## src/hw/rtl/rcma_ram.sv

```systemverilog
// Generic single-write, single-read RAM with registered read data.
module rcma_ram #(
    parameter int WIDTH = 8,
    parameter int DEPTH = 256
) (
    input  logic                     i_clk,
    input  logic                     i_we,
    input  logic [$clog2(DEPTH)-1:0] i_waddr,
    input  logic [WIDTH-1:0]         i_wdata,
    input  logic                     i_re,
    input  logic [$clog2(DEPTH)-1:0] i_raddr,
    output logic [WIDTH-1:0]         o_rdata
);

    logic [WIDTH-1:0] r_mem [DEPTH];
    logic [WIDTH-1:0] r_rdata;

    // Write port.
    always_ff @(posedge i_clk) begin
        if (i_we) begin
            r_mem[i_waddr] <= i_wdata;
        end
    end

    // Registered read port; data holds while no read is issued.
    always_ff @(posedge i_clk) begin
        if (i_re) begin
            r_rdata <= r_mem[i_raddr];
        end
    end

    assign o_rdata = r_rdata;

endmodule

```

## config.mk

```make
export PLATFORM = sky130hd
export DESIGN_NAME = rcma_ram
export DESIGN_NICKNAME = d
export VERILOG_FILES = /design/src/hw/rtl/rcma_ram.sv
export SDC_FILE = /design/constraint.sdc
export NUM_CORES = 2
export LEC_CHECK = 0
export ABC_AREA = 1
export ABC_CLOCK_PERIOD_IN_PS = 1900
export BUFFER_PORTS_ARGS = -buffer_cell sky130_fd_sc_hd__buf_2
export CORE_UTILIZATION = 40
export CTS_CLUSTER_SIZE = 28
export DETAILED_ROUTE_END_ITERATION = 7
export PLACE_DENSITY = 0.68
export SLEW_MARGIN = 5
export SYNTH_ARGS = -nofsm -noshare
export SYNTH_HDL_FRONTEND = slang
export SYNTH_SLANG_ARGS = --single-unit
```

## constraint.sdc

```tcl
create_clock -name i_clk -period 1.9 [get_ports i_clk]
set_clock_uncertainty 0.2 [all_clocks]
set_input_delay 0.285 -clock i_clk [delete_from_list [all_inputs] [get_ports i_clk]]
set_output_delay 0.285 -clock i_clk [all_outputs]
set_load 0.1 [all_outputs]
```

==> impl_metrics.toml <==
[route]
top_layer = "met5"
met2WireLength_um = 111000
vias = 58500
routed_wl_um = 240000
m1WireLength_um = 92700
ant_nets = 0
wl_per_cell_um = 22.7
dr_wl_met3_um = 24400
remaining_drc_errors = 0
dr.pass1.iters = 7
drt_iter0_markers = 8172
via_per_inst = 5.55

[floorplanning]
start_util_pct = 40.3
dieArea_um2 = 211000
die_x_um = 459
io_pins = 35
num_rows = 167
die_h_um = 459
core_um2 = 207000

[critical_path]
end_kind = "output pin"
required_ns = 1.41
path_class = "reg -> out"
crit_family = "flip-flops"
path_cells = "buf_12"
slowest_stage = "edfxtp_1"
start_kind = "register"
critical_path.max_stage_delay_ns = 0.67
path_buf_inv = 1
worst_ep_arrival_time_ns = 1.77
path_max_fanout = 1

[logic_synthesis]
ys_seq_area_share_pct = 74.0
ys_types = 13
syn_area_um2 = 83500
synth_cells = 7003
synth_nets = 7030
ys_ff_latch = 2056
avgSynthCellArea_um2 = 11.9
yosysWarnings = 0

[pwr]
clkPwrFrac_pct = 40.5
total_power_mw = 96.4
seqPwrFrac_pct = 51.9
switching_share_pct = 23.1
p_sw_mw = 22.3
p_int_mw = 74.2
peakVddDrop_mv = 0.712
p_leak_nw = 36.4
pwr-share-comb_pct = 7.6
powerDensity_nw_per_um2 = 952

[sta]
period_minus_slack_ns = 2.25
min_period_over_period_pct = 119
finalWorstSetupSlack_ns = -0.354
drv_slew = 0
finalSetupViolCount = 10
relSlewSlack_pct = 27.8
fin_setup_tns_ns = -1.39
hold_viol = 0
grt_setup_unrepaired = "true"
max_freq_mhz = 444
worst-slew-pin-transition_ns = 1.08

[finish]
finalNetCount = 7593
finalNonFillerCells = 10500
drive_gt1_share_pct = 18.2
area_growth_pct = 21.3
final_common_cell = "nand2_1"
mostFrequentLayoutCells = "2106 x nand2_1, 2056 x edfxtp_1, 1760 x nand3_1, 631 x buf_4, 283 x nor2_1"

[cts]
path_clk_slew_ns = 0.06
cts_tree = "done"
clock_sinks = 2056
cts_inserted_buffers = 203
cts_buffer_depth = 3
postCtsSetupRepairBufs = 0
htreeDepth = 4
ctsRootBufferMaster = "clkbuf_16"
clkLatencyLatePin_ns = 0.88

[placed_design]
io_buffer_count = 34
place_congestion = 0.970
dpl.cell_count = 10100
dp_hpwl_um = 150000

[global_routing]
grt_max_degree = 68
first_global_vias = 55700
grt_overflow_total = 0
grt_pass1_wl_um = 353000
antenna_found_initial = 9
grt_usage_pct = 22.3

[status]
status = "complete, but fails checks"
failed_checks = "setup timing"

[flow_run]
maxCapViolations = 0

[hold_path]
min_path_type = "in -> reg"
[path summary, 6_finish.rpt]
kind                                start  cells past startpoint                      end  slack (ns)
hold reg to reg    r_mem[36][3]$_DFFE_PP_                     10     o_rdata[3]$_DFFE_PP_        0.82
hold / removal                 i_waddr[4]                      6  r_mem[167][2]$_DFFE_PP_        0.08
setup reg to reg  r_mem[233][6]$_DFFE_PP_                     10     o_rdata[6]$_DFFE_PP_           0
setup / recovery     o_rdata[7]$_DFFE_PP_                      1               o_rdata[7]       -0.35
[power groups by stage]
stage / clock network (mW) / logic [mW] / registers [mW]
global placement: 0 / 6.66 / 51.0
global route: 41.2 / 7.79 / 50.0
floorplan: 0 / 3.11 / 51.1
finish: 39.0 / 7.36 / 50.1
CTS: 39.4 / 6.98 / 50.1
detailed placement: 0 / 6.74 / 51.0
[synthesized netlist by cell type]
master    instances  share of area [%]
nand2_1        2123                9.5
edfxtp_1       2056                 74
nand3_1        2019                 12
nor2_1          283                1.3
buf_2           268                1.6
clkbuf_1        112               0.50
buf_4            46               0.41
buf_1            40               0.18
inv_1            36               0.16
buf_6            16               0.22
inv_2             2             0.0090
buf_8             1              0.018
inv_4             1             0.0075
[cells by family after synthesis]
| logic type | Yosys count | synth area share, % |
|---|---|---|
| flip-flops | 2056 | 74.0 |
| buffers and inverters | 522 | 3.12 |
| AND/OR/NAND/NOR | 4425 | 22.9 |
[metal layers]
| metal | vias to the layer above | track usage, % |
|---|---|---|
| met5 | - | 0 |
| met4 | 4 | 10.5 |
| met1 | 28600 | 30.1 |
| li1 | 26000 | - |
| met2 | 3356 | 35.0 |
| met3 | 528 | 4.08 |
[repair_timing]
item                                    4_1_cts  5_1_grt
hold buffers                                 12        0
cloned                                        1        0
endpoints found under the hold margin      2080        0
endpoints found under the setup margin       16       16
gates resized for setup                     119      221
pin swaps                                    10       59
[sequential cells by signal (all words and copies together), names as in the netlist]
register  count
o_rdata       8
r_mem      2048
[metrics by stage]
stage	area [um^2]	hold slack [ns]	setup WS, ns	util [%]
global placement	92900	0.446	-1.26	44.8
finish	101000	0.0790	-0.354	48.9
global route	101000	0.0960	-0.394	48.9
CTS	100000	0.0233	-0.418	48.3
floorplan	83600	0.184	-0.0765	-
detailed placement	92900	0.446	-1.29	44.8
[cell type report]
cell class / count / area, um^2
Antenna cell: 6 / 15.0
Clock buffer: 243 / 5250
Clock inverter: 136 / 1220
Fill cell: 17600 / 106000
Inverter: 39 / 180
Multi-Input combinational cell: 4425 / 20800
Sequential cell: 2056 / 61700
Tap cell: 2788 / 3490
Timing Repair Buffer: 841 / 8550
Power figures use the tool's default switching activity.
