### src/hw/rtl/rcma_pkg.sv
// Shared types, constants and register indexes for the relay contact mismatch alarm.
package rcma_pkg;

    // Default sizing of the alarm tables.
    localparam int MODULE_COUNT_DEF = 16;
    localparam int LOOP_COUNT_DEF   = 16;

    // Field widths fixed by the beat formats.
    localparam int MOD_W   = 4;
    localparam int LOOP_W  = 4;
    localparam int MASK_W  = 16;
    localparam int TRIP_W  = 7;
    localparam int CNT_W   = 8;
    localparam int CFG_IDX_W  = 1;
    localparam int CFG_DATA_W = 7;

    // Configuration register indexes.
    localparam logic [CFG_IDX_W-1:0] REG_ALARM_ENABLE = 1'b0;
    localparam logic [CFG_IDX_W-1:0] REG_TRIP_COUNT   = 1'b1;

    // Register reset values.
    localparam logic [TRIP_W-1:0] TRIP_RESET = 7'd10;

    // One poll of one relay loop.
    typedef struct packed {
        logic [MOD_W-1:0]  module_req;
        logic [LOOP_W-1:0] loop;
        logic              loop_enabled;
        logic              input_found;
        logic              output_bit;
        logic              input_bit;
        logic              invert;
        logic              last_loop;
    } t_poll;

    // One module report.
    typedef struct packed {
        logic [MOD_W-1:0]  report_module;
        logic              alarm_active;
        logic [MASK_W-1:0] loop_alarm_mask;
    } t_rpt;

    // Inputs of one counter qualification step.
    typedef struct packed {
        logic signed [CNT_W-1:0] cnt;
        logic                    raised;
        logic                    mismatch;
        logic [TRIP_W-1:0]       trip;
    } t_qual_in;

    // Outcome of one counter qualification step.
    typedef struct packed {
        logic signed [CNT_W-1:0] cnt;
        logic                    set;
        logic                    clr;
    } t_qual_res;

endpackage

### src/hw/rtl/rcma_qualify.sv
// One step of the signed mismatch qualify counter of a relay loop.
module rcma_qualify (
    input  rcma_pkg::t_qual_in  i_q,
    output rcma_pkg::t_qual_res o_res
);

    logic signed [rcma_pkg::CNT_W:0] c9;
    logic signed [rcma_pkg::CNT_W:0] trip9;
    logic signed [rcma_pkg::CNT_W:0] sum9;

    assign c9    = {i_q.cnt[rcma_pkg::CNT_W-1], i_q.cnt};
    assign trip9 = {{(rcma_pkg::CNT_W + 1 - rcma_pkg::TRIP_W){1'b0}}, i_q.trip};
    assign sum9  = i_q.raised ? (c9 - 9'sd1) : (c9 + 9'sd1);

    // Count toward the alarm while clear and toward clearing while raised;
    // an opposite reading restarts the count from zero.
    always_comb begin
        o_res.cnt = '0;
        o_res.set = 1'b0;
        o_res.clr = 1'b0;
        if (!i_q.raised) begin
            if (i_q.mismatch) begin
                if (sum9 >= trip9) begin
                    o_res.cnt = trip9[rcma_pkg::CNT_W-1:0];
                    o_res.set = 1'b1;
                end else begin
                    o_res.cnt = sum9[rcma_pkg::CNT_W-1:0];
                end
            end
        end else begin
            if (!i_q.mismatch) begin
                if (sum9 <= -trip9) begin
                    o_res.cnt = 8'(-trip9);
                    o_res.clr = 1'b1;
                end else begin
                    o_res.cnt = sum9[rcma_pkg::CNT_W-1:0];
                end
            end
        end
    end

endmodule

### config.mk
export PLATFORM = sky130hd
export DESIGN_NAME = rcma_qualify
export DESIGN_NICKNAME = d
export VERILOG_FILES = /design/src/hw/rtl/rcma_pkg.sv /design/src/hw/rtl/rcma_qualify.sv
export SDC_FILE = /design/constraint.sdc
export NUM_CORES = 1
export LEC_CHECK = 0
export BUFFER_PORTS_ARGS = -buffer_cell sky130_fd_sc_hd__buf_2
export CORE_MARGIN = 2
export CORE_UTILIZATION = 51
export DETAILED_ROUTE_END_ITERATION = 12
export PLACE_DENSITY = 0.87
export SETUP_SLACK_MARGIN = 0.2
export SLEW_MARGIN = 20
export SYNTH_ARGS = -nofsm -noshare
export SYNTH_HDL_FRONTEND = slang
export SYNTH_SLANG_ARGS = --single-unit
export TNS_END_PERCENT = 5
### constraint.sdc
create_clock -name vclk -period 3.35
set_clock_uncertainty 0.15 [all_clocks]
set_input_delay 0.1675 -clock vclk [all_inputs]
set_output_delay 0.1675 -clock vclk [all_outputs]
set_load 0.05 [all_outputs]
==> results of run 1 <==
==> timing repair <==
item	CTS
hold buffers	0
resized for setup	44
pin swaps	19
buffers inserted	5
setup endpoints to repair	10
==> routing by layer <==
metal,global-route usage,overflow
met5,0,0
met4,0.778,8
met3,0.479,0
met2,0.864,7
met1,0.593,0
==> stage by stage <==
step | setup WS, ps | hold slack [ps] | std cells | cell area, µm²
4_1_cts | -170 | 581 | 218 | 1670
3_5_place_dp | -631 | 665 | 213 | 1440
3_3_place_gp | -519 | 655 | 213 | 1440
2_1_floorplan | -160 | 429 | 132 | 1060
==> cells by family after synthesis <==
| group | after synthesis |
|---|---|
| compound gates | 42 |
| xor+xnor | 9 |
| fa+ha+maj | 24 |
| buf+inv | 15 |
| mux | 1 |
| simple gates | 41 |
==> results.md, run 1 <==
* Row count at 15
* Top cell type's share of synthesized area at 0.293
* Cell with the most instances after synthesis: ha_1
* Synth Area in Adders at 0.313
* Mux contribution to synthesized area at 0.0115
* Total gr overflow at 15
* Status: did not finish
* Largest net degree at the start of global routing at 7
* Error msg: [ERROR GRT-0232] Routing congestion too high. Check the congestion heatmap in the GUI.
* Synth Cell Area at 982 µm²
* Num ports at 27
* Worst endpoint type: primary output
* Post-Synth XOR/XNOR Area at 0.0803
* Syn Area/Cell at 7.44 µm²
* Synth Instances at 132
* Die span in x at 47.9 µm
* Final GP Congestion at 0.965
* Post-synth top area cell: ha_1
* Detail Placement HPWL at 2.89 mm
* Input/output buffers at 27
* GRT Total Usage at 0.655
* Unique masters post-synth at 37
* Die height at 47.9 µm
* Compound-Gate Fraction of Synth Area at 0.315
* Initial Utilization at 0.557
* Sequential fraction of the synthesis area at 0
* Simple-gate area share of the yosys netlist at 0.215
* Worst setup endpoint GRT: o_res[3]
* Largest family of logic cells by synthesized area: compound AO/OA/AOI/OAI gates
* Syn Nets at 173
* Post-synth top cells: ha_1 (23), inv_1 (14), a21oi_1 (9), nor2_1 (9), nand2_1 (7)
* Stopped at: 5_1_grt
* Top cells by area, synth: ha_1 (29%), a221o_1 (6.1%), inv_1 (5.4%)
* Yosys warning total at 0
==> run 2: changes to the inputs <==
- CORE_AREA: unset -> 2 2 63 65
- CORE_MARGIN: 2 -> unset
- CORE_UTILIZATION: 51 -> unset
- DIE_AREA: unset -> 0 0 65 67
- PLACE_DENSITY: 0.87 -> unset
- PLACE_DENSITY_LB_ADDON: unset -> 0.15
- SETUP_SLACK_MARGIN: 0.2 -> unset
- clock period: 3.35 -> 4.4 ns (I/O delays scaled with it)
==> results.md, run 2 <==
* Status: completed (was did not finish)
* CP endpoint kind: output pin
* Antenna violation net count after detailed routing at 0
* Min Tclk post-route at 4150 ps
* First-pass GRT wire length at 4.69 mm
* Final setup vio count at 0
* Initial Utilization at 0.272 (was 0.557)
* Die height at 67 µm (was 47.9 µm)
* Post-synth top area cell: ha_1 (unchanged)
* Die span in x at 65 µm (was 47.9 µm)
* Unique masters post-synth at 37 (unchanged)
* Vias per cell at 5.17
* Synth Area in Adders at 0.313 (unchanged)
* Initial antenna violation count at 0
* Crit path launch type: primary input
* Max Transition Viols Final at 0
* Yosys warning total at 0 (unchanged)
* Worst ir drop on vdd at 0.0000702 V
* Die area at 4360 µm²
* Routed len/inst at 13.2 µm
* Power Dens Cells at 231 nW/µm²
* Largest family of logic cells by synthesized area: compound AO/OA/AOI/OAI gates (unchanged)
* Final GP Congestion at 0.780 (was 0.965)
* Commonest non-fill, non-tap cell in the layout: buf_2
* Cell with the most instances after synthesis: ha_1 (unchanged)
* Critical Path AT at 3780 ps
* Num ports at 27 (unchanged)
* Mux contribution to synthesized area at 0.0115 (unchanged)
* Syn Nets at 173 (unchanged)
* MaxCap Viol Count at 0
* Compound-Gate Fraction of Synth Area at 0.315 (unchanged)
* Fin. Hold Viols at 0
* Via count at 1076
* DRC viols at 0
* Final #Nets at 203
* Highest clock rate at 241 MHz
* Top cells by area, synth: ha_1 (29%), a221o_1 (6.1%), inv_1 (5.4%) (unchanged)
* Total gr overflow at 0
* Pleak at 0.617 nW
* Worst-Margin Slew at 611 ps
* FF+latch area at 0 µm²
* Fill cell count at 401
* Number of global-route vias before repair at 1069
* Row count at 22 (was 15)
* Layout area overhead at 20.3%
* Post-cts sizing count at 0 (was 44)
* Detail Placement HPWL at 2.49 mm (was 2.89 mm)
* Final worst path period share at 0.943
* Top cell type's share of synthesized area at 0.293 (unchanged)
* DRT Wirelength at 2.74 mm
* Sum Neg Setup Slack at 0 ps
* Hold Startpoint: i_q[3]
* Antenna Cells at 0
* DR pass1 iterations at 4
* Synth Instances at 132 (unchanged)
* Relative slew slack at 0.592
* Hold WS at 778 ps
* Hold Path Sink: o_res[5]
* Synth Cell Area at 982 µm² (unchanged)
* Hold WC Path Type: primary input to output pin
* # clk buffers at 0
* DR iter-0 viols at 39
* Post-Synth XOR/XNOR Area at 0.0803 (unchanged)
* Commonest non-fill, non-tap cells in the layout: buf_2 (27), ha_1 (23), inv_1 (14), a21oi_1 (9), nor2_1 (9)
* Largest net degree at the start of global routing at 12
* Share of layout cells above drive strength 1 at 0.200
* Syn Area/Cell at 7.44 µm² (unchanged)
* FFs & Latches at 0
* GRT Total Usage at 0.134
* Worst Path Required at 4030 ps
* Setup CP Type: primary input to output pin
* Input/output buffers at 27 (unchanged)
* CORE AREA at 3610 µm²
* Hold path depth at 3
* Hold-fix buffers, CTS at 0 (unchanged)
* Simple-gate area share of the yosys netlist at 0.215 (unchanged)
* Crit Path Max Fanout at 11
* Post-synth top cells: ha_1 (23), inv_1 (14), a21oi_1 (9), nor2_1 (9), nand2_1 (7) (unchanged)
* Post-CTS Setup Repair Bufs at 0 (was 5)
* RSZ-0062 raised after global routing: no
* Sequential fraction of the synthesis area at 0 (unchanged)
run 2: cell counts after synthesis:
No cell type changed its count.
run 2: power by group:
group / switching (mW) / leakage [nW] / total [mW] / internal, mW
Sequential: 0 / 0 / 0 / 0
Combinational: 0.173 / 0.617 / 0.273 / 0.100
Clock: 0 / 0 / 0 / 0
run 2: per-layer routing:
metal | share of wire | global-route usage
met5 | 0 | 0
met4 | 0.0077 | 0.0106
met1 | 0.47 | 0.175
met2 | 0.48 | 0.249
met3 | 0.044 | 0.00676
run 2: area by class of cell:
class,count,area [µm²],area share
Inverter,14,52.6,0.0445
Multi-Input combinational cell,117,918,0.778
Timing Repair Buffer,29,150,0.127
Tap cell,48,60.1,0.0508
run 2: kinds of logic after synthesis:
| kind of cell | after synthesis |
|---|---|
| compound gates | 42 |
| fa+ha+maj | 24 |
| buf+inv | 15 |
| simple gates | 41 |
| mux | 1 |
| xor+xnor | 9 |
run 2: per-stage QoR:
stage / std cells / utilization / power, mW / setup WS (ps) / instance area, µm²
2_1_floorplan: 132 / - / 0.206 / 341 / 982
3_3_place_gp: 208 / 0.328 / 0.274 / 336 / 1180
3_5_place_dp: 208 / 0.328 / 0.274 / 268 / 1180
4_1_cts: 208 / 0.328 / 0.276 / 261 / 1180
5_1_grt: 208 / 0.328 / 0.304 / 76.7 / 1180
6_report: 208 / 0.328 / 0.273 / 249 / 1180
run 2: how the worst max path moves through the flow:
stage / cells past startpoint / startpoint / end / slack [ps]
2_1_floorplan: 12 / i_q[8] / o_res[2] / 340
3_3_place_gp: 13 / i_q[8] / o_res[6] / 340
3_5_place_dp: 13 / i_q[8] / o_res[8] / 270
4_1_cts: 13 / i_q[8] / o_res[8] / 260
5_1_grt: 13 / i_q[8] / o_res[8] / 80
6_report: 13 / i_q[8] / o_res[8] / 250
run 2: critical path, cell delays in order:
cell      delay (ps)
buf_2            180
ha_1             330
a211o_1          270
a2111o_1         410
a221o_1          360
ha_1             220
nor4_1           230
o211ai_1         130
o211ai_1         230
and2_1           230
o221ai_1         310
a221o_1          440
buf_2            210
Power figures use the tool's default switching activity.
